## config.mk

```make
export PLATFORM = sky130hd
export DESIGN_NAME = pulse_sequencer_gate_top
export DESIGN_NICKNAME = d
export VERILOG_FILES = /design/src/psg_pkg.sv /design/src/psg_ram.sv /design/src/psg_div.sv /design/src/pulse_sequencer_gate_top.sv
export SDC_FILE = /design/constraint.sdc
export NUM_CORES = 1
export LEC_CHECK = 0
export ABC_AREA = 1
export BUFFER_PORTS_ARGS = -buffer_cell sky130_fd_sc_hd__buf_4
export CAP_MARGIN = 15
export CORE_MARGIN = 4
export CORE_UTILIZATION = 45
export DETAILED_ROUTE_END_ITERATION = 10
export GPL_TIMING_DRIVEN = 0
export PLACE_DENSITY = 0.66
export SLEW_MARGIN = 30
export SYNTH_ARGS = -nofsm -noshare
export SYNTH_HDL_FRONTEND = slang
export SYNTH_HIERARCHICAL = 1
export SYNTH_SLANG_ARGS = --single-unit
```

## constraint.sdc

```tcl
create_clock -name clk -period 7.1 [get_ports clk]
set_clock_uncertainty 0.2 [all_clocks]
set_input_delay 0.71 -clock clk [delete_from_list [all_inputs] [get_ports clk]]
set_output_delay 0.71 -clock clk [all_outputs]
set_load 0.1 [all_outputs]
```

## src/psg_pkg.sv

```systemverilog
// psg_pkg: shared types, codes and constants of the pulse sequencer gate
// no dependencies; used by pulse_sequencer_gate_top
package psg_pkg;

  // default sizing
  localparam int MAX_EVENTS_DEF    = 16;
  localparam int DURATION_BITS_DEF = 8;

  // fixed field widths
  localparam int PULSE_W       = 16;
  localparam int SLOT_W        = 4;
  localparam int NOTE_W        = 6;
  localparam int OCT_W         = 4;
  localparam int DUR_IN_W      = 8;
  localparam int EVENT_INDEX_W = 4;
  localparam int CFG_INDEX_W   = 1;
  localparam int CFG_DATA_W    = 5;
  localparam int COUNT_W       = 5;
  localparam int ARTIC_W       = 2;

  // release point as a fraction of the event span
  localparam int NORM_MUL = 9;
  localparam int NORM_DIV = 10;
  localparam int STAC_MUL = 55;
  localparam int STAC_DIV = 100;

  // request codes
  localparam logic REQ_LOAD  = 1'b0;
  localparam logic REQ_PULSE = 1'b1;

  // configuration register indexes
  localparam logic [CFG_INDEX_W-1:0] CFG_EVENT_COUNT = 1'b0;
  localparam logic [CFG_INDEX_W-1:0] CFG_ARTIC       = 1'b1;

  // articulation codes
  localparam logic [ARTIC_W-1:0] ART_NORMAL   = 2'd0;
  localparam logic [ARTIC_W-1:0] ART_STACCATO = 2'd1;
  localparam logic [ARTIC_W-1:0] ART_LEGATO   = 2'd2;

  typedef enum logic [2:0] {
    S_IDLE,
    S_SUM,
    S_MOD,
    S_FIND,
    S_EVAL,
    S_OUT
  } state_t;

endpackage

```

## src/psg_ram.sv

```systemverilog
// psg_ram: generic single-port-write, single-port-read RAM, registered read
// no dependencies
module psg_ram #(
  parameter int WIDTH = 8,
  parameter int DEPTH = 16
) (
  input  logic                                  clk,
  input  logic                                  we,
  input  logic [(DEPTH > 1 ? $clog2(DEPTH) : 1)-1:0] waddr,
  input  logic [WIDTH-1:0]                      wdata,
  input  logic                                  re,
  input  logic [(DEPTH > 1 ? $clog2(DEPTH) : 1)-1:0] raddr,
  output logic [WIDTH-1:0]                      rdata
);

  logic [WIDTH-1:0] mem [DEPTH];

  always_ff @(posedge clk) begin
    if (we) begin
      mem[waddr] <= wdata;
    end
    if (re) begin
      rdata <= mem[raddr];
    end
  end

endmodule

```

## src/psg_div.sv

```systemverilog
// psg_div: iterative restoring divider, one quotient bit per cycle
// depends on nothing; used for the loop modulo
module psg_div #(
  parameter int DVD_W = 16,
  parameter int DVS_W = 12
) (
  input  logic             clk,
  input  logic             rst,
  input  logic             start,
  input  logic [DVD_W-1:0] dividend,
  input  logic [DVS_W-1:0] divisor,
  output logic             busy,
  output logic             done,
  output logic [DVD_W-1:0] quot,
  output logic [DVS_W-1:0] rem
);

  localparam int CNT_W = $clog2(DVD_W + 1);

  logic [DVS_W-1:0] dvs;
  logic [CNT_W-1:0] cnt;
  logic [DVS_W:0]   shifted;
  logic [DVS_W:0]   diff;

  assign shifted = {rem, quot[DVD_W-1]};
  assign diff    = shifted - {1'b0, dvs};
  assign done    = busy && (cnt == '0);

  always_ff @(posedge clk) begin
    if (rst) begin
      busy <= 1'b0;
      cnt  <= '0;
    end else if (start) begin
      busy <= 1'b1;
      cnt  <= CNT_W'(DVD_W);
    end else if (busy) begin
      if (cnt == '0) begin
        busy <= 1'b0;
      end else begin
        cnt <= cnt - 1'b1;
      end
    end
  end

  always_ff @(posedge clk) begin
    if (start) begin
      dvs  <= divisor;
      quot <= dividend;
      rem  <= '0;
    end else if (busy && (cnt != '0)) begin
      if (!diff[DVS_W]) begin
        rem  <= diff[DVS_W-1:0];
        quot <= {quot[DVD_W-2:0], 1'b1};
      end else begin
        rem  <= shifted[DVS_W-1:0];
        quot <= {quot[DVD_W-2:0], 1'b0};
      end
    end
  end

`ifndef SYNTH
  a_start_idle: assert property (@(posedge clk) disable iff (rst) start |-> !busy)
    else $error("divider started while busy");
  a_done_ends: assert property (@(posedge clk) disable iff (rst) done |=> !busy)
    else $error("divider still busy after done");
  a_rem_range: assert property (@(posedge clk) disable iff (rst) done |-> rem < dvs)
    else $error("remainder not below divisor");
`endif

endmodule

```

## src/pulse_sequencer_gate_top.sv

```systemverilog
// pulse_sequencer_gate_top: gate generator over a looping table of note events
// depends on psg_pkg, psg_ram (event table) and psg_div (loop modulo divider)
//
// usage:
//   item channel (item_valid / item_stall): one beat is a load or a pulse.
//     a load writes one event into the table and returns one result beat
//     with all event fields zero and the unchanged gate.
//     a pulse reduces the pulse number modulo the loop total, finds the
//     covering event and the event of the previous pulse, and returns one
//     result beat with the event fields, rise/fall edges and the new gate.
//   result channel (result_valid / result_stall): one beat per item.
//   config channel (cfg_valid / cfg_ready): event_count and articulation,
//     always ready. they are to be written only while the block is idle;
//     the block itself does not enforce this. a load goes straight to its
//     result beat. a pulse runs a walk that sums the live event durations,
//     one divider pass, a walk that finds the events and an evaluation
//     step. an empty loop skips the divider, the second walk and the evaluation.
//   one item is worked on at a time; item_stall is high until its result
//     sits in the output register. a stalled result holds; the next item
//     is taken while it waits, and its result waits until the beat leaves.
//   reset: gate low, config and control registers cleared, no result
//     pending. the table memory is not cleared and must be loaded before use.
module pulse_sequencer_gate_top #(
  parameter int MAX_EVENTS    = psg_pkg::MAX_EVENTS_DEF,
  parameter int DURATION_BITS = psg_pkg::DURATION_BITS_DEF
) (
  input  logic                                   clk,
  input  logic                                   rst,
  // config channel
  input  logic                                   cfg_valid,
  output logic                                   cfg_ready,
  input  logic [psg_pkg::CFG_INDEX_W-1:0]        cfg_index,
  input  logic [psg_pkg::CFG_DATA_W-1:0]         cfg_data,
  // item channel
  input  logic                                   item_valid,
  output logic                                   item_stall,
  input  logic                                   req_type,
  input  logic [psg_pkg::PULSE_W-1:0]            pulse,
  input  logic [psg_pkg::SLOT_W-1:0]             slot,
  input  logic [psg_pkg::NOTE_W-1:0]             note_value,
  input  logic signed [psg_pkg::OCT_W-1:0]       octave_shift,
  input  logic                                   rest_flag,
  input  logic [psg_pkg::DUR_IN_W-1:0]           duration,
  // result channel
  output logic                                   result_valid,
  input  logic                                   result_stall,
  output logic                                   event_found,
  output logic [psg_pkg::EVENT_INDEX_W-1:0]      event_index,
  output logic [psg_pkg::NOTE_W-1:0]             cur_note,
  output logic signed [psg_pkg::OCT_W-1:0]       cur_octave,
  output logic                                   cur_rest,
  output logic                                   rise_edge,
  output logic                                   fall_edge,
  output logic                                   gate_level
);

  import psg_pkg::*;

  localparam int DB     = DURATION_BITS;
  localparam int IDX_W  = MAX_EVENTS > 1 ? $clog2(MAX_EVENTS) : 1;
  localparam int CNT_W  = $clog2(MAX_EVENTS + 1);
  localparam int TOT_W  = DB + CNT_W;
  localparam int DVD_W  = PULSE_W;
  localparam int DVS_W  = TOT_W;
  localparam int MUL_W  = TOT_W + 7;
  localparam int ENT_W  = DB + NOTE_W + OCT_W + 1;

  // event entry layout: {note, octave, rest, duration}
  localparam int REST_B = DB;
  localparam int OCT_LO = DB + 1;
  localparam int NOTE_LO = DB + 1 + OCT_W;

  state_t state, state_next;

  // configuration
  logic [COUNT_W-1:0] event_count;
  logic [ARTIC_W-1:0] articulation;
  logic [CNT_W-1:0]   n_live;

  // table walk
  logic [CNT_W-1:0] cnt;
  logic             rvalid;
  logic [IDX_W-1:0] ridx;
  logic [TOT_W-1:0] acc;
  logic [TOT_W-1:0] total;
  logic [TOT_W-1:0] reach;
  logic             walking;
  logic             rd_en;
  logic             walk_done;
  logic [ENT_W-1:0] rdata;
  logic [DB-1:0]    rd_dur;

  // item context
  logic [PULSE_W-1:0] pulse_reg;
  logic               is_load;
  logic               found;
  logic [TOT_W-1:0]   np;
  logic [TOT_W-1:0]   pp;
  logic               cur_hit;
  logic               prv_hit;
  logic [IDX_W-1:0]   cur_idx;
  logic [IDX_W-1:0]   prv_idx;
  logic               prv_rest;
  logic [NOTE_W-1:0]  c_note;
  logic [OCT_W-1:0]   c_oct;
  logic               c_rest;
  logic [DB-1:0]      c_dur;
  logic               rise;
  logic               fall;
  logic               gate;
  logic               gate_next;

  // release evaluation
  logic             ev_rest_fall;
  logic             ev_sounding;
  logic             ev_short;
  logic             rel_hit;
  logic [TOT_W-1:0] off;
  logic [MUL_W-1:0] span_x;
  logic [MUL_W-1:0] rel_lo;
  logic [MUL_W-1:0] rel_hi;

  // divider
  logic             div_start;
  logic             div_busy;
  logic             div_done;
  logic [DVD_W-1:0] div_dvd;
  logic [DVS_W-1:0] div_dvs;
  logic [DVD_W-1:0] div_quot;
  logic [DVS_W-1:0] div_rem;

  // handshakes
  logic item_take;
  logic out_free;
  logic out_fire;
  logic load_we;

  assign cfg_ready = 1'b1;

  always_ff @(posedge clk) begin
    if (rst) begin
      event_count  <= '0;
      articulation <= ART_NORMAL;
    end else if (cfg_valid && cfg_ready) begin
      unique case (cfg_index)
        CFG_EVENT_COUNT: event_count  <= cfg_data;
        CFG_ARTIC:       articulation <= cfg_data[ARTIC_W-1:0];
        default:         ;
      endcase
    end
  end

  // counts above the table size saturate
  assign n_live = (32'(event_count) > 32'(MAX_EVENTS)) ? CNT_W'(MAX_EVENTS)
                                                       : CNT_W'(event_count);

  // table memory
  assign load_we = item_take && (req_type == REQ_LOAD) && (32'(slot) < 32'(MAX_EVENTS));

  psg_ram #(
    .WIDTH(ENT_W),
    .DEPTH(MAX_EVENTS)
  ) u_table (
    .clk  (clk),
    .we   (load_we),
    .waddr(IDX_W'(slot)),
    .wdata({note_value, octave_shift, rest_flag, DB'(duration)}),
    .re   (rd_en),
    .raddr(cnt[IDX_W-1:0]),
    .rdata(rdata)
  );

  assign rd_dur = rdata[DB-1:0];
  assign reach  = acc + TOT_W'(rd_dur);

  psg_div #(
    .DVD_W(DVD_W),
    .DVS_W(DVS_W)
  ) u_div (
    .clk     (clk),
    .rst     (rst),
    .start   (div_start),
    .dividend(div_dvd),
    .divisor (div_dvs),
    .busy    (div_busy),
    .done    (div_done),
    .quot    (div_quot),
    .rem     (div_rem)
  );

  // walk control: one read issued per cycle, data used in the following cycle
  assign walking   = (state == S_SUM) || (state == S_FIND);
  assign walk_done = walking && (cnt == n_live) && !rvalid;
  assign out_free  = !result_valid || !result_stall;
  assign item_take = item_valid && !item_stall;

  // release evaluation of the covering event
  assign ev_rest_fall = !prv_rest && c_rest;
  assign ev_sounding  = (articulation != ART_LEGATO) && !c_rest;
  assign ev_short     = 32'(c_dur) < 32'd2;

  // off sits on floor(span*m/d) when d*off <= span*m < d*off + d; that point
  // is always below span for both fractions
  always_comb begin
    if (articulation == ART_STACCATO) begin
      span_x = MUL_W'(c_dur) * MUL_W'(STAC_MUL);
      rel_lo = MUL_W'(off) * MUL_W'(STAC_DIV);
      rel_hi = rel_lo + MUL_W'(STAC_DIV);
    end else begin
      span_x = MUL_W'(c_dur) * MUL_W'(NORM_MUL);
      rel_lo = MUL_W'(off) * MUL_W'(NORM_DIV);
      rel_hi = rel_lo + MUL_W'(NORM_DIV);
    end
  end

  assign rel_hit = (rel_lo <= span_x) && (span_x < rel_hi);

  // next state
  always_comb begin
    state_next = state;
    unique case (state)
      S_IDLE: begin
        if (item_take) begin
          state_next = (req_type == REQ_LOAD) ? S_OUT : S_SUM;
        end
      end
      S_SUM: begin
        if (walk_done) begin
          state_next = (acc == '0) ? S_OUT : S_MOD;
        end
      end
      S_MOD: begin
        if (div_done) begin
          state_next = S_FIND;
        end
      end
      S_FIND: begin
        if (walk_done) begin
          state_next = S_EVAL;
        end
      end
      S_EVAL: begin
        state_next = S_OUT;
      end
      S_OUT: begin
        if (out_free) begin
          state_next = S_IDLE;
        end
      end
      default: state_next = S_IDLE;
    endcase
  end

  // control outputs
  always_comb begin
    item_stall = (state != S_IDLE);
    rd_en      = walking && (cnt != n_live);
    div_start  = 1'b0;
    div_dvd    = DVD_W'(pulse_reg);
    div_dvs    = DVS_W'(acc);
    out_fire   = (state == S_OUT) && out_free;
    unique case (state)
      S_SUM: begin
        div_start = walk_done && (acc != '0);
      end
      default: ;
    endcase
  end

  always_ff @(posedge clk) begin
    if (rst) begin
      state <= S_IDLE;
    end else begin
      state <= state_next;
    end
  end

  // walk pipeline registers
  always_ff @(posedge clk) begin
    if (rst) begin
      rvalid <= 1'b0;
      cnt    <= '0;
    end else begin
      rvalid <= rd_en;
      if (rd_en) begin
        cnt <= cnt + 1'b1;
      end else if (!walking) begin
        cnt <= '0;
      end
    end
  end

  // item datapath
  always_ff @(posedge clk) begin
    ridx <= cnt[IDX_W-1:0];
    unique case (state)
      S_IDLE: begin
        pulse_reg <= pulse;
        is_load   <= (req_type == REQ_LOAD);
        found     <= 1'b0;
        rise      <= 1'b0;
        fall      <= 1'b0;
        acc       <= '0;
      end
      S_SUM: begin
        if (rvalid) begin
          acc <= reach;
        end
        if (walk_done) begin
          total <= acc;
        end
      end
      S_MOD: begin
        if (div_done) begin
          // previous pulse wraps to the last pulse of the loop
          np      <= TOT_W'(div_rem);
          pp      <= (div_rem == '0) ? total - 1'b1 : TOT_W'(div_rem) - 1'b1;
          acc     <= '0;
          cur_hit <= 1'b0;
          prv_hit <= 1'b0;
        end
      end
      S_FIND: begin
        if (rvalid) begin
          acc <= reach;
          if (!cur_hit && (np < reach)) begin
            cur_hit   <= 1'b1;
            cur_idx   <= ridx;
            off       <= np - acc;
            c_note    <= rdata[NOTE_LO +: NOTE_W];
            c_oct     <= rdata[OCT_LO +: OCT_W];
            c_rest    <= rdata[REST_B];
            c_dur     <= rd_dur;
          end
          if (!prv_hit && (pp < reach)) begin
            prv_hit  <= 1'b1;
            prv_idx  <= ridx;
            prv_rest <= rdata[REST_B];
          end
        end
      end
      S_EVAL: begin
        found <= 1'b1;
        rise  <= (cur_idx != prv_idx);
        fall  <= ev_rest_fall || (ev_sounding && (ev_short || rel_hit));
      end
      default: ;
    endcase
  end

  // gate: a new sounding event sets it, a release clears it and wins
  always_comb begin
    gate_next = gate;
    if (found && !c_rest && rise) begin
      gate_next = 1'b1;
    end
    if (fall) begin
      gate_next = 1'b0;
    end
  end

  always_ff @(posedge clk) begin
    if (rst) begin
      gate         <= 1'b0;
      result_valid <= 1'b0;
    end else begin
      if (out_fire) begin
        gate         <= gate_next;
        result_valid <= 1'b1;
      end else if (!result_stall) begin
        result_valid <= 1'b0;
      end
    end
  end

  // output register
  always_ff @(posedge clk) begin
    if (out_fire) begin
      event_found <= found;
      event_index <= found ? EVENT_INDEX_W'(cur_idx) : '0;
      cur_note    <= found ? c_note : '0;
      cur_octave  <= found ? signed'(c_oct) : '0;
      cur_rest    <= is_load ? 1'b0 : (found ? c_rest : 1'b1);
      rise_edge   <= rise;
      fall_edge   <= fall;
      gate_level  <= gate_next;
    end
  end

`ifndef SYNTH
  a_fall_clears: assert property (@(posedge clk) disable iff (rst)
      result_valid |-> !(fall_edge && gate_level))
    else $error("gate high on a release beat");
  a_edge_found: assert property (@(posedge clk) disable iff (rst)
      (result_valid && (rise_edge || fall_edge)) |-> event_found)
    else $error("edge reported without an event");
  a_read_range: assert property (@(posedge clk) disable iff (rst)
      rd_en |-> (32'(cnt) < 32'(n_live)))
    else $error("table read beyond live count");
  a_find_total: assert property (@(posedge clk) disable iff (rst)
      (state == S_FIND) |-> (total != '0))
    else $error("event search with empty loop");
`endif

endmodule
```

-- Yosys cells after proc, flatten, opt, wreduce, memory -nomap -nowiden
Memory sizes are Yosys's and may differ from the RTL's. A register that Yosys moved wholly into a read port is not among the register bits.
Cells that the tools add are included.
- output and inout bits: 22
- register bits: 204
- memories: 1
- input port bits: 51
- memory bits (writable): 304
- word-level logic and storage cells: 187
- memory list (memory ; words ; bits a word ; rd ports ; clocked after Yosys merged registers in ; write ports ; RTL line ; RTL):
    u_table.mem ; 16 ; 19 ; 1 ; 1 ; 1 ; psg_ram.sv:16 ; logic [WIDTH-1:0] mem [DEPTH];
- mux-type cells: 46
- bitwise logic cells: 3
- $lt $le $gt $ge: 6
- reduce and logical (&&, ||, !) cells: 55
- equal/unequal tests: 22
- $mul: 4
- add/sub/neg operators: 9
- operators by type and width (cell ; number):
    $mux 13 ; 4
    $mux 20 ; 2
    $pmux 13 s3 ; 1
    $mux 16 ; 2
    $mux 5 ; 6
    $logic_not 13->1 ; 2
    $lt 13x13->1 ; 2
    $sub 13x1->13 const B ; 2
    $mux 3 ; 7
    $add 20x7->20 const B ; 1
    $le 20x20->1 ; 1
    $lt 20x20->1 ; 1
    $add 17x4->18 const B ; 1
    $mul 13x5->18 const B ; 1
    $pmux 3 s6 ; 1
    $logic_and 1x1->1 ; 17
    $mux 1 ; 17
    $mul 13x3->16 const B ; 1
    $ne 2x2->1 const B ; 8
    $mul 8x6->14 const B ; 1
    $mux 14 ; 1
    $sub 14x13->14 ; 1
    $add 13x8->13 ; 1
    $reduce_bool 13->1 ; 1
    other kinds (28) ; 63

-- Depth between registers and ports, before layout
Gate-level depths: netlist of run 1.
- depth in word-level cells: 9
- depth in mapped cells: 37
- depth with buffers taken out: 37

-- Modules after synthesis
The synthesis of run 1 kept the hierarchy.
- by module, submodules not included (module ; times used ; area each (µm²) ; cells an instance):
    psg_ram ; 1 ; 13698.1 ; 1270
    pulse_sequencer_gate_top ; 1 ; 12512.0 ; 1445
    psg_div ; 1 ; 2940.3 ; 393

-- Worst setup path after synthesis of run 1
Ideal clock, no wire load.
- kind: flip-flop to flip-flop
- start: register c_dur[5]
- end: register fall, data pin
- slack: 1.833 ns
- clock period less this slack: 5.267 ns
- arrival time: 4.813 ns
- library setup time: 0.254 ns
- buffers on the path: 0
- stages on the path, launching flop included: 36
- data required time: 6.646 ns
- path through: edfxtp_1 > inv_1 > fa_1 > inv_1 > fa_1 > inv_1 > fa_1 > inv_1 > ha_1 > o21ai_1 > inv_1 > or2_1 > a21oi_1 > or2_1 > nand2_1 > nand2_1 > nand2_1 > or2_2 > nand2_1 > nand2_1 > nand2_1 > inv_1 > ha_1 > nand2_1 > inv_1 > nand3_1 > nor2_1 > nand3_1 > o21ai_0 > nand3_1 > nand3b_1 > nand2_1 > nand2_1 > nand2_1 > nand2_1 > a21oi_2
- cells in the longest elaborated chain, start to end: 8
- elaborated cells between the ends (all ways): 11
- ends and longest elaborated chain (element ; RTL line ; RTL):
    start, declared ; pulse_sequencer_gate_top.sv:107 ; logic [DB-1:0] c_dur;
    start signal, assigned ; pulse_sequencer_gate_top.sv:333 ; c_dur <= rd_dur;
    $mul 8x4->12 / $mul 8x6->14 (equally long branches) ; pulse_sequencer_gate_top.sv:210, pulse_sequencer_gate_top.sv:206 ;
    $mux 14 ; pulse_sequencer_gate_top.sv:205 ; if (articulation == ART_STACCATO) begin
    $le 20x20->1 / $lt 20x20->1 (equally long branches) ; pulse_sequencer_gate_top.sv:216 ; assign rel_hit = (rel_lo <= span_x) && (span_x < rel_hi);
    $logic_and 1x1->1 ; pulse_sequencer_gate_top.sv:216 ;
    $logic_or 1x1->1 * ; pulse_sequencer_gate_top.sv:345 ; fall <= ev_rest_fall || (ev_sounding && (ev_short || rel_hit));
    $logic_and 1x1->1 * ; pulse_sequencer_gate_top.sv:345 ;
    $logic_or 1x1->1 * ; pulse_sequencer_gate_top.sv:345 ;
    $pmux 1 s2 * ; pulse_sequencer_gate_top.sv:296 ; unique case (state)
    end signal, assigned ; pulse_sequencer_gate_top.sv:345 ;
    end, declared ; pulse_sequencer_gate_top.sv:109 ; logic fall;
Mark *: on every way between the ends. The rest lies on a longest branch, timed or not.
A chain may end at the register's enable or synchronous reset.

-- Worst setup path in the final report of run 1
- start: register c_dur[6]
- end: register fall, data pin
Same word-level chain as after synthesis.

==> results of run 1 <==
cell families (layout without fill, tap and decap cells):
| family | after synthesis | count (layout) | share of synthesized area |
|---|---|---|---|
| buf+inv | 646 | 836 | 0.0898 |
| compound gates | 212 | 212 | 0.0425 |
| simple gates | 1446 | 1446 | 0.219 |
| fa+ha+maj | 223 | 223 | 0.103 |
| xor+xnor | 53 | 53 | 0.0167 |
| flops | 527 | 527 | 0.529 |
| other cells | 1 | 1 | 0.000129 |
stage by stage:
step / std cells / power, mW / setup slack, ns
floorplan: 3108 / 5.22 / 1.83
global placement: 4034 / 5.78 / 0.480
detailed placement: 4050 / 5.88 / 0.800
CTS: 4153 / 8.81 / 0.760
global route: 4153 / 9.22 / 0.233
finish: 4153 / 8.77 / 0.703
worst max-delay path: cells and delay by family (launching register included):
| family | cells | cell delay, ns |
|---|---|---|
| adder cells (fa/ha/maj) | 5 | 2.03 |
| AND/OR/NAND/NOR | 15 | 1.80 |
| buffers and inverters | 6 | 0.52 |
| flip-flops | 1 | 0.56 |
| AO/OA/AOI/OAI | 7 | 1.03 |
where the power goes:
| group | leakage, nW | internal (mW) | switching (mW) |
|---|---|---|---|
| Combinational | 9.19 | 0.646 | 1.32 |
| Clock | 0.919 | 1.76 | 1.18 |
| Sequential | 4.73 | 3.71 | 0.154 |
| Total | 14.8 | 6.11 | 2.65 |
cell type report:
type / instances / area [um2]
fillers: 5776 / 31100
flip-flops and latches: 527 / 15400
multi-input cells: 1935 / 11300
inverters: 565 / 2130
clock buffers: 72 / 1550
well taps: 855 / 1070
repair buffers: 87 / 867
plain buffers: 81 / 492
clock inverters: 31 / 318
sequential cells by signal, summed over array words and instances (netlist names), 5 cells and up:
| register | flops |
|---|---|
| u_table/mem | 304 |
| u_table/rdata | 19 |
| div_dvd | 16 |
| u_div/quot | 16 |
| acc | 13 |
| np | 13 |
| off | 13 |
| pp | 13 |
| total | 13 |
| u_div/dvs | 13 |
| u_div/rem | 13 |
| c_dur | 8 |
| c_note | 6 |
| cur_note | 6 |
| cnt | 5 |
| event_count | 5 |
| u_div/cnt | 5 |
cell usage in the layout, fill, tap and decap left out, types with 7 or more instances in the layout:
cell type,n
sky130_fd_sc_hd__buf_16,8
sky130_fd_sc_hd__nand2_4,12
sky130_fd_sc_hd__dfxtp_1,41
sky130_fd_sc_hd__nor2_1,123
sky130_fd_sc_hd__clkinv_2,9
sky130_fd_sc_hd__o21bai_1,9
sky130_fd_sc_hd__nand3_1,330
sky130_fd_sc_hd__nand3b_1,11
sky130_fd_sc_hd__xor2_1,33
sky130_fd_sc_hd__nand3_2,9
sky130_fd_sc_hd__nor3_1,17
sky130_fd_sc_hd__clkbuf_16,57
sky130_fd_sc_hd__nand4_1,20
sky130_fd_sc_hd__nand2_1,828
sky130_fd_sc_hd__o21ai_0,57
sky130_fd_sc_hd__nor4_1,8
sky130_fd_sc_hd__clkinv_1,13
sky130_fd_sc_hd__nand2_2,28
sky130_fd_sc_hd__inv_2,9
sky130_fd_sc_hd__xnor2_1,17
sky130_fd_sc_hd__a21oi_1,94
sky130_fd_sc_hd__buf_2,24
sky130_fd_sc_hd__clkbuf_1,34
sky130_fd_sc_hd__ha_1,194
sky130_fd_sc_hd__buf_6,16
sky130_fd_sc_hd__inv_1,550
sky130_fd_sc_hd__fa_1,29
sky130_fd_sc_hd__nor2_2,12
sky130_fd_sc_hd__clkbuf_8,7
sky130_fd_sc_hd__edfxtp_1,486
sky130_fd_sc_hd__nor2_4,26
sky130_fd_sc_hd__buf_4,84
metal layers:
metal  global-route usage  part of all wire
met1                0.271              0.42
met5                    0                 0
met3               0.0219             0.055
met2                0.361              0.49
met4               0.0678             0.032
how the worst max path moves through the flow:
stage | cells after the start | slack [ns] | end | from
final | 33 | 0.70 | fall | c_dur[6]
after global routing | 33 | 0.23 | fall | c_dur[6]
after CTS | 33 | 0.76 | fall | c_dur[5]
after detailed placement | 33 | 0.80 | fall | c_dur[5]
after global placement | 16 | 0.48 | c_note[0] | acc[0]
after floorplan | 35 | 1.83 | fall | c_dur[5]
==> impl_metrics.tcl, run 1 <==
set metrics [dict create \
    synth-main-ff-cell "sky130_fd_sc_hd__edfxtp_1" \
    wl_um 72400 \
    holdPathStages 1 \
    crit_required_ns 7.25 \
    first_global_vias 20419 \
    nets 3527 \
    initial_utilization 0.454 \
    avgSynthCellArea_um2 9.38 \
    grt_max_degree 25 \
    grt_pass1_wl_um 113000 \
    cts_inserted_buffers 56 \
    drt_first_pass_iters 6 \
    wl_per_cell_um 17.4 \
    timing.reg2reg.setup_slack_ns 0.70 \
    root_buffer_selected_by_cts "sky130_fd_sc_hd__clkbuf_16" \
    postRouteAntennaNets 0 \
    ctsLongestPathBuffers 3 \
    worstSetupEndpointType "flop" \
    crit-reg2reg-launch "c_dur[6]" \
    clk-insertion-delay-late_ns 0.61 \
    via_count 21164 \
    chipHeight_um 263 \
    vdd.ir_drop.worst_mv 0.251 \
    drt-vias-per-instance 5.10 \
    path_class "flop to flop" \
    critical_path.slowest_cell "sky130_fd_sc_hd__edfxtp_1" \
    detailedRoute.firstIterationViolations 1594 \
    yosysUniqueCellTypes 62 \
    r2r.worst_path.cells 33 \
    cts_resized 0 \
    static-leakage-power_nw 14.8 \
    route.detailed.drc 0 \
    period_minus_slack_ns 6.40 \
    grt_antenna_before_repair 0 \
    cell_count_after_synthesis 3108 \
    dieArea_um2 68900 \
    post-synth-top-area-cell "sky130_fd_sc_hd__edfxtp_1" \
    core_area_um2 64200 \
    worstPathArrival_ns 6.55 \
    crit-reg2reg-capture "fall" \
    synthTopCellsByArea "sky130_fd_sc_hd__edfxtp_1, sky130_fd_sc_hd__nand2_1, sky130_fd_sc_hd__ha_1" \
    synth_edf_count 486 \
    drive_gt1_frac 0.105 \
    yosys.cell_count.top_type "sky130_fd_sc_hd__nand2_1" \
    core.rowCount 93 \
    grt_usage 0.207 \
    floorplan.die.width_um 263 \
    cts_tree "built" \
    fmaxAchievable_mhz 156 \
    post_dp_cell_area_um2 31300 \
    synth_seq_cells 527 \
    cts_num_sinks 527 \
    design.portCount 73 \
    hold_end "div_dvd[10]" \
    syn-cell-area_um2 29200 \
    fin_worst_hold_slack_ns 0.0873 \
    place.gp.congestion 0.875 \
    worst-slew-pin-transition_ns 0.908 \
    synth_sequential_area_ratio 0.529 \
    overflow 0 \
    final_design_area_no_fill_um2 33100 \
    p_per_area_nw_per_um2 265 \
    postLayoutCoreUtil 0.516 \
    synthesis.yosys.warnings 6 \
    worstHoldStart "pulse[10]" \
    setup_viol 0 \
    cp_common_cell "sky130_fd_sc_hd__nand2_1" \
    finalCritPeriodShare 0.901 \
    max-slew-margin-rel 0.395 \
    syn-num-nets 3382 \
    cts.repair_timing.setup_buffer_count 0 \
    startpoint_types "flop" \
    critical_path.max_stage_delay_ns 0.56 \
    rsz_0062_raised_after_global_routing "no" \
    worstHoldPathType "primary input to flop" \
    antenna_cells 0 \
    worst-path-max-fanout 6 \
    post_synth_most_frequent_cells "sky130_fd_sc_hd__nand2_1, sky130_fd_sc_hd__inv_1, sky130_fd_sc_hd__edfxtp_1, sky130_fd_sc_hd__nand3_1, sky130_fd_sc_hd__ha_1" \
    setup_tns_ns 0 \
    yosysTopAreaCellShare 0.501 \
    cts_hold_buf 0 \
    slew_viol_final 0 \
    area_delta_synth_final_pct 13.6 \
    hpwlAfterDp_um 52900 \
    report.final.hold_viol_count 0 \
    worst_setup_hold_path_clk_slew_ns 0.06 \
    max-cap-violations 0 \
    run_status "completed" \
    placement.io_buffers 71 \
    h-tree-depth 2 \
    fraction_of_synthesis_flops_using_an_asynchronous_set_or_reset_pin 0 \
]
No activity file was read; power rests on OpenSTA's default activity.
==> inputs of run 2 (changes only) <==
PLACE_DENSITY = 0.68   (was 0.66)
clock period = 5.2 ns   (was 7.1 ns; I/O delays follow)
==> run 2 against run 1 <==
Against the previous run:
- the flow now finishes with violations (setup timing)
- first-iteration DRC count grew 4.3%
- routed wire length up 1.6%
- core utilization grew 0.45 points
- combinational power rose by 38%
- worst setup slack lost 1.2 ns
- die area unchanged
- maximum frequency is 13% higher
- critical path type unchanged
- largest cell class unchanged
==> impl_metrics.tcl, run 2 (synthesis results as in run 1) <==
set metrics [dict create \
    setup_viol 1 \
    largest-register "u_table/mem" \
    grt_max_degree 25 \
    dpl_worst_slack_ns -1.06 \
    cts_num_sinks 527 \
    grt_usage 0.209 \
    cts_tree "built" \
    area_delta_synth_final_pct 14.6 \
    final_cell_count_no_fill 4188 \
    failed_checks "setup timing" \
    worst_setup_hold_path_clk_slew_ns 0.06 \
    run_status "finished, violations left" \
    nets 3562 \
    largest_register_ffs 304 \
    dp.cells 4052 \
    worstSetupEndpoint "fall" \
    dieArea_um2 68900 \
    p_per_area_nw_per_um2 348 \
    chipHeight_um 263 \
    period_minus_slack_ns 5.65 \
    h-tree-depth 2 \
    cts_inserted_buffers 54 \
    floorplan.die.width_um 263 \
    critical_path.max_stage_delay_ns 0.52 \
    fin_worst_hold_slack_ns 0.0409 \
    worst-slew-pin-transition_ns 0.880 \
    hpwlAfterDp_um 53100 \
    drive_gt1_frac 0.114 \
    drt-vias-per-instance 5.09 \
    timing.reg2reg.setup_slack_ns -0.45 \
    vdd.ir_drop.worst_mv 0.304 \
    post-layout-total-power_mw 11.6 \
    initial_utilization 0.454 \
    rsz_0062_raised_after_global_routing "yes" \
    wl_um 73500 \
    wl_per_cell_um 17.5 \
    postRouteAntennaNets 0 \
    worstSetupEndpointType "flop" \
    slew_viol_final 0 \
    grt_pass1_wl_um 115000 \
    crit_required_ns 5.34 \
    root_buffer_selected_by_cts "sky130_fd_sc_hd__clkbuf_16" \
    first_global_vias 20798 \
    postLayoutCoreUtil 0.520 \
    route.detailed.drc 0 \
    grt_antenna_before_repair 3 \
    fmaxAchievable_mhz 177 \
    ctsLongestPathBuffers 3 \
    via_count 21329 \
    reg.largest.list "u_table/mem: 304 flops, u_table/rdata: 19 flops" \
    clk-insertion-delay-late_ns 0.59 \
    place.gp.congestion 0.898 \
    core_area_um2 64200 \
    setup_tns_ns -0.448 \
    max-cap-violations 0 \
    design.portCount 73 \
    path_class "flop to flop" \
    drt_first_pass_iters 5 \
    nFillCells 5736 \
    report.final.hold_viol_count 0 \
    post_dp_cell_area_um2 31300 \
    worstPathArrival_ns 5.78 \
    worst-path-max-fanout 3 \
    critical_path.startpoint "c_dur[4]" \
    finalCritPeriodShare 1.09 \
    mostFrequentLayoutCell "sky130_fd_sc_hd__nand2_1" \
    overflow 0 \
    startpoint_types "flop" \
    setup_ws_ns -0.448 \
    placement.io_buffers 71 \
    crit-reg2reg-capture "fall" \
    static-leakage-power_nw 14.9 \
    detailedRoute.firstIterationViolations 1662 \
    mostFrequentLayoutCells "sky130_fd_sc_hd__nand2_1, sky130_fd_sc_hd__inv_1, sky130_fd_sc_hd__edfxtp_1" \
    core.rowCount 93 \
    critical_path.slowest_cell "sky130_fd_sc_hd__fa_1" \
    worstHoldPathType "primary input to flop" \
    final_design_area_no_fill_um2 33400 \
    crit-reg2reg-launch "c_dur[4]" \
    r2r.worst_path.cells 36 \
    max-slew-margin-rel 0.413 \
]
run 2: cell types whose count changed in the layout (fill, tap and decap cells not counted), moves of 6 or more:
cell	delta
sky130_fd_sc_hd__nand2_2	+6
sky130_fd_sc_hd__dlygate4sd3_1	+21
sky130_fd_sc_hd__buf_4	+13
sky130_fd_sc_hd__clkbuf_1	+7
sky130_fd_sc_hd__nand2_1	-7
sky130_fd_sc_hd__inv_1	-11
sky130_fd_sc_hd__inv_2	+10
run 2: layer usage:
metal / wire (um) / vias to the layer above / part of all wire / track usage
li1: - / 10532 / - / -
met1: 30300 / 9948 / 0.41 / 0.268
met2: 35500 / 685 / 0.48 / 0.360
met3: 4550 / 164 / 0.062 / 0.0256
met4: 3120 / 0 / 0.042 / 0.0890
met5: 0 / - / 0 / 0
run 2: area by class of cell:
type / instances / area, um2 / area share
clock inverters: 25 / 165 / 0.00494
diodes: 2 / 5.00 / 0.000150
inverters: 565 / 2130 / 0.0637
plain buffers: 81 / 492 / 0.0147
multi-input cells: 1935 / 11400 / 0.342
repair buffers: 124 / 1220 / 0.0366
flip-flops and latches: 527 / 15400 / 0.461
clock buffers: 74 / 1500 / 0.0449
well taps: 855 / 1070 / 0.0320
run 2: worst max-delay path: cells and delay by family, from the launching register on:
family	cells	cell delay, ns
fa+ha+maj	5	1.95
simple gates	19	1.79
compound gates	5	0.50
flops	1	0.50
buf+inv	7	0.47
run 2: worst min path at each step:
stage,from,endpoint,depth (start not counted)
finish,cfg_data[1],articulation[1],3
CTS,note_value[5],u_table/mem[14][18],1
global placement,u_table/rdata[16],c_note[3],0
floorplan,cnt[2],ridx[2],0
global route,note_value[5],u_table/mem[14][18],1
detailed placement,u_table/rdata[16],c_note[3],0
run 2: what timing repair did:
action | CTS | global route
pin swaps | 21 | 20
resized for setup | 28 | 11
gates cloned | 0 | 0
buffers inserted | 12 | 2
hold buffers | 21 | 0
setup endpoints to repair | 1 | 1
hold endpoints to repair | 27 | 0
run 2: power breakdown:
part           switching [mW]  leakage, nW  internal [mW]
registers               0.230         4.73           5.06
logic                    1.80         9.37          0.902
clock network            1.54        0.814           2.10
total                    3.57         14.9           8.07
==> inputs of run 3 (changes only) <==
==> constraint.sdc (replaced) <==
create_clock -name clk -period 5.2 [get_ports clk]
set_clock_uncertainty 0.2 [all_clocks]
set_input_delay 0.26 -clock clk [delete_from_list [all_inputs] [get_ports clk]]
set_output_delay 0.26 -clock clk [all_outputs]
set_load 0.1 [all_outputs]
==> run 3 against run 2 <==
Against the previous run:
- the run still ends with setup timing left
- largest power group unchanged
- final cell count grew 0.86%
- critical path depth unchanged
- design area grew 1.1%
- sequential power hardly changed
- largest cell class unchanged
- count of clock-buffer cells in the layout did not move
- highest routed layer unchanged
- routed wire length increased by 0.76%
- core utilization increased by 0.56 points
==> impl_metrics.tcl, run 3 (synthesis results as in run 1) <==
set metrics [dict create \
    run_status "finished, violations left" \
    failed_checks "setup timing" \
    cts_num_sinks 527 \
    worstHoldPathType "primary input to flop" \
    dp.cells 4052 \
    largest_register_ffs 304 \
    initial_utilization 0.454 \
    critical_path.slowest_cell "sky130_fd_sc_hd__fa_1" \
    reg.largest.list "u_table/mem: 304 flops, u_table/rdata: 19 flops" \
    area_delta_synth_final_pct 15.9 \
    drt-vias-per-instance 5.11 \
    placement.io_buffers 71 \
    path_class "flop to flop" \
    detailedRoute.firstIterationViolations 1699 \
    ctsLongestPathBuffers 3 \
    mostFrequentLayoutCell "sky130_fd_sc_hd__nand2_1" \
    wl_per_cell_um 17.5 \
    core.rowCount 93 \
    worst-slew-pin-transition_ns 0.854 \
    nFillCells 5676 \
    floorplan.die.width_um 263 \
    via_count 21565 \
    grt_usage 0.211 \
    fin_worst_hold_slack_ns 0.200 \
    fmaxAchievable_mhz 177 \
    worst-path-max-fanout 3 \
    vdd.ir_drop.worst_mv 0.306 \
    chipHeight_um 263 \
    critical_path.max_stage_delay_ns 0.52 \
    mostFrequentLayoutCells "sky130_fd_sc_hd__nand2_1, sky130_fd_sc_hd__inv_1, sky130_fd_sc_hd__edfxtp_1" \
    finalCritPeriodShare 1.08 \
    nets 3598 \
    rsz_0062_raised_after_global_routing "yes" \
    root_buffer_selected_by_cts "sky130_fd_sc_hd__clkbuf_16" \
    static-leakage-power_nw 15.1 \
    core_area_um2 64200 \
    wl_um 74000 \
    postRouteAntennaNets 0 \
    setup_ws_ns -0.441 \
    place.gp.congestion 0.898 \
    period_minus_slack_ns 5.64 \
    worstSetupEndpointType "flop" \
    first_global_vias 20953 \
    largest-register "u_table/mem" \
    report.final.hold_viol_count 0 \
    final_cell_count_no_fill 4224 \
    worst_setup_hold_path_clk_slew_ns 0.06 \
    max-cap-violations 0 \
    route.detailed.drc 0 \
    hpwlAfterDp_um 53100 \
    overflow 0 \
    drive_gt1_frac 0.113 \
    crit_required_ns 5.34 \
    grt_max_degree 25 \
    design.portCount 73 \
    grt_antenna_before_repair 2 \
    cts_inserted_buffers 54 \
    dieArea_um2 68900 \
    p_per_area_nw_per_um2 345 \
    setup_viol 1 \
    startpoint_types "flop" \
    worstPathArrival_ns 5.78 \
    drt_first_pass_iters 6 \
    slew_viol_final 0 \
    h-tree-depth 2 \
    cts_tree "built" \
    max-slew-margin-rel 0.431 \
    grt_pass1_wl_um 115000 \
    clk-insertion-delay-late_ns 0.59 \
]
[run 3: path summary, 6_finish.rpt]
kind	from	end	slack [ns]	cells after the start
max reg2reg	c_dur[4]	fall	-0.44	36
min	pulse[6]	div_dvd[6]	0.20	2
min reg2reg	u_table/rdata[14]	c_note[1]	0.21	0
max	c_dur[4]	fall	-0.44	36
[run 3: power breakdown]
part | internal (mW) | switching [mW]
combinational | 0.920 | 1.81
clock | 2.10 | 1.53
sequential | 5.06 | 0.230
[run 3: through the flow]
stage / power (mW) / setup WS (ns) / cell area (um2) / util / setup TNS [ns]
6_report: 11.7 / -0.441 / 33800 / 0.526 / -0.441
5_1_grt: 12.3 / -0.758 / 33800 / 0.526 / -0.758
4_1_cts: 11.7 / -0.591 / 33700 / 0.525 / -0.591
3_5_place_dp: 8.02 / -1.06 / 31300 / 0.487 / -1.06
3_3_place_gp: 7.89 / -1.29 / 30800 / 0.479 / -47.32
2_1_floorplan: 7.13 / -0.0165 / 29200 / - / -0.0165
[run 3: worst max-delay path, delay by kind of cell, from the launching register on]
kind | cells | cell delay, ns
AO/OA/AOI/OAI | 5 | 0.49
adder cells (fa/ha/maj) | 5 | 1.95
buffers and inverters | 7 | 0.47
flip-flops | 1 | 0.50
AND/OR/NAND/NOR | 19 | 1.79
[run 3: repair_timing]
action                     in CTS  in global routing
hold endpoints to repair      358                  0
setup buffers                  12                  2
gates resized for setup        28                 11
hold buffers                   57                  0
pin swaps                      21                 20
setup endpoints to repair       1                  1
[run 3: routing by layer]
layer	global-route usage	vias to the layer above	part of all wire
met2	0.365	736	0.48
met1	0.269	10055	0.41
met5	0	-	0
met4	0.0869	0	0.041
li1	-	10610	-
met3	0.0258	164	0.065
[run 3: final cells by class]
class	instances	area (um2)	share of cell area
Inverter	565	2130	0.0630
Sequential cell	527	15400	0.456
Timing Repair Buffer	160	1580	0.0469
Clock buffer	74	1500	0.0444
Clock inverter	25	165	0.00489
Multi-Input combinational cell	1935	11400	0.338
Tap cell	855	1070	0.0317
Antenna cell	2	5.00	0.000148
Buffer	81	492	0.0146
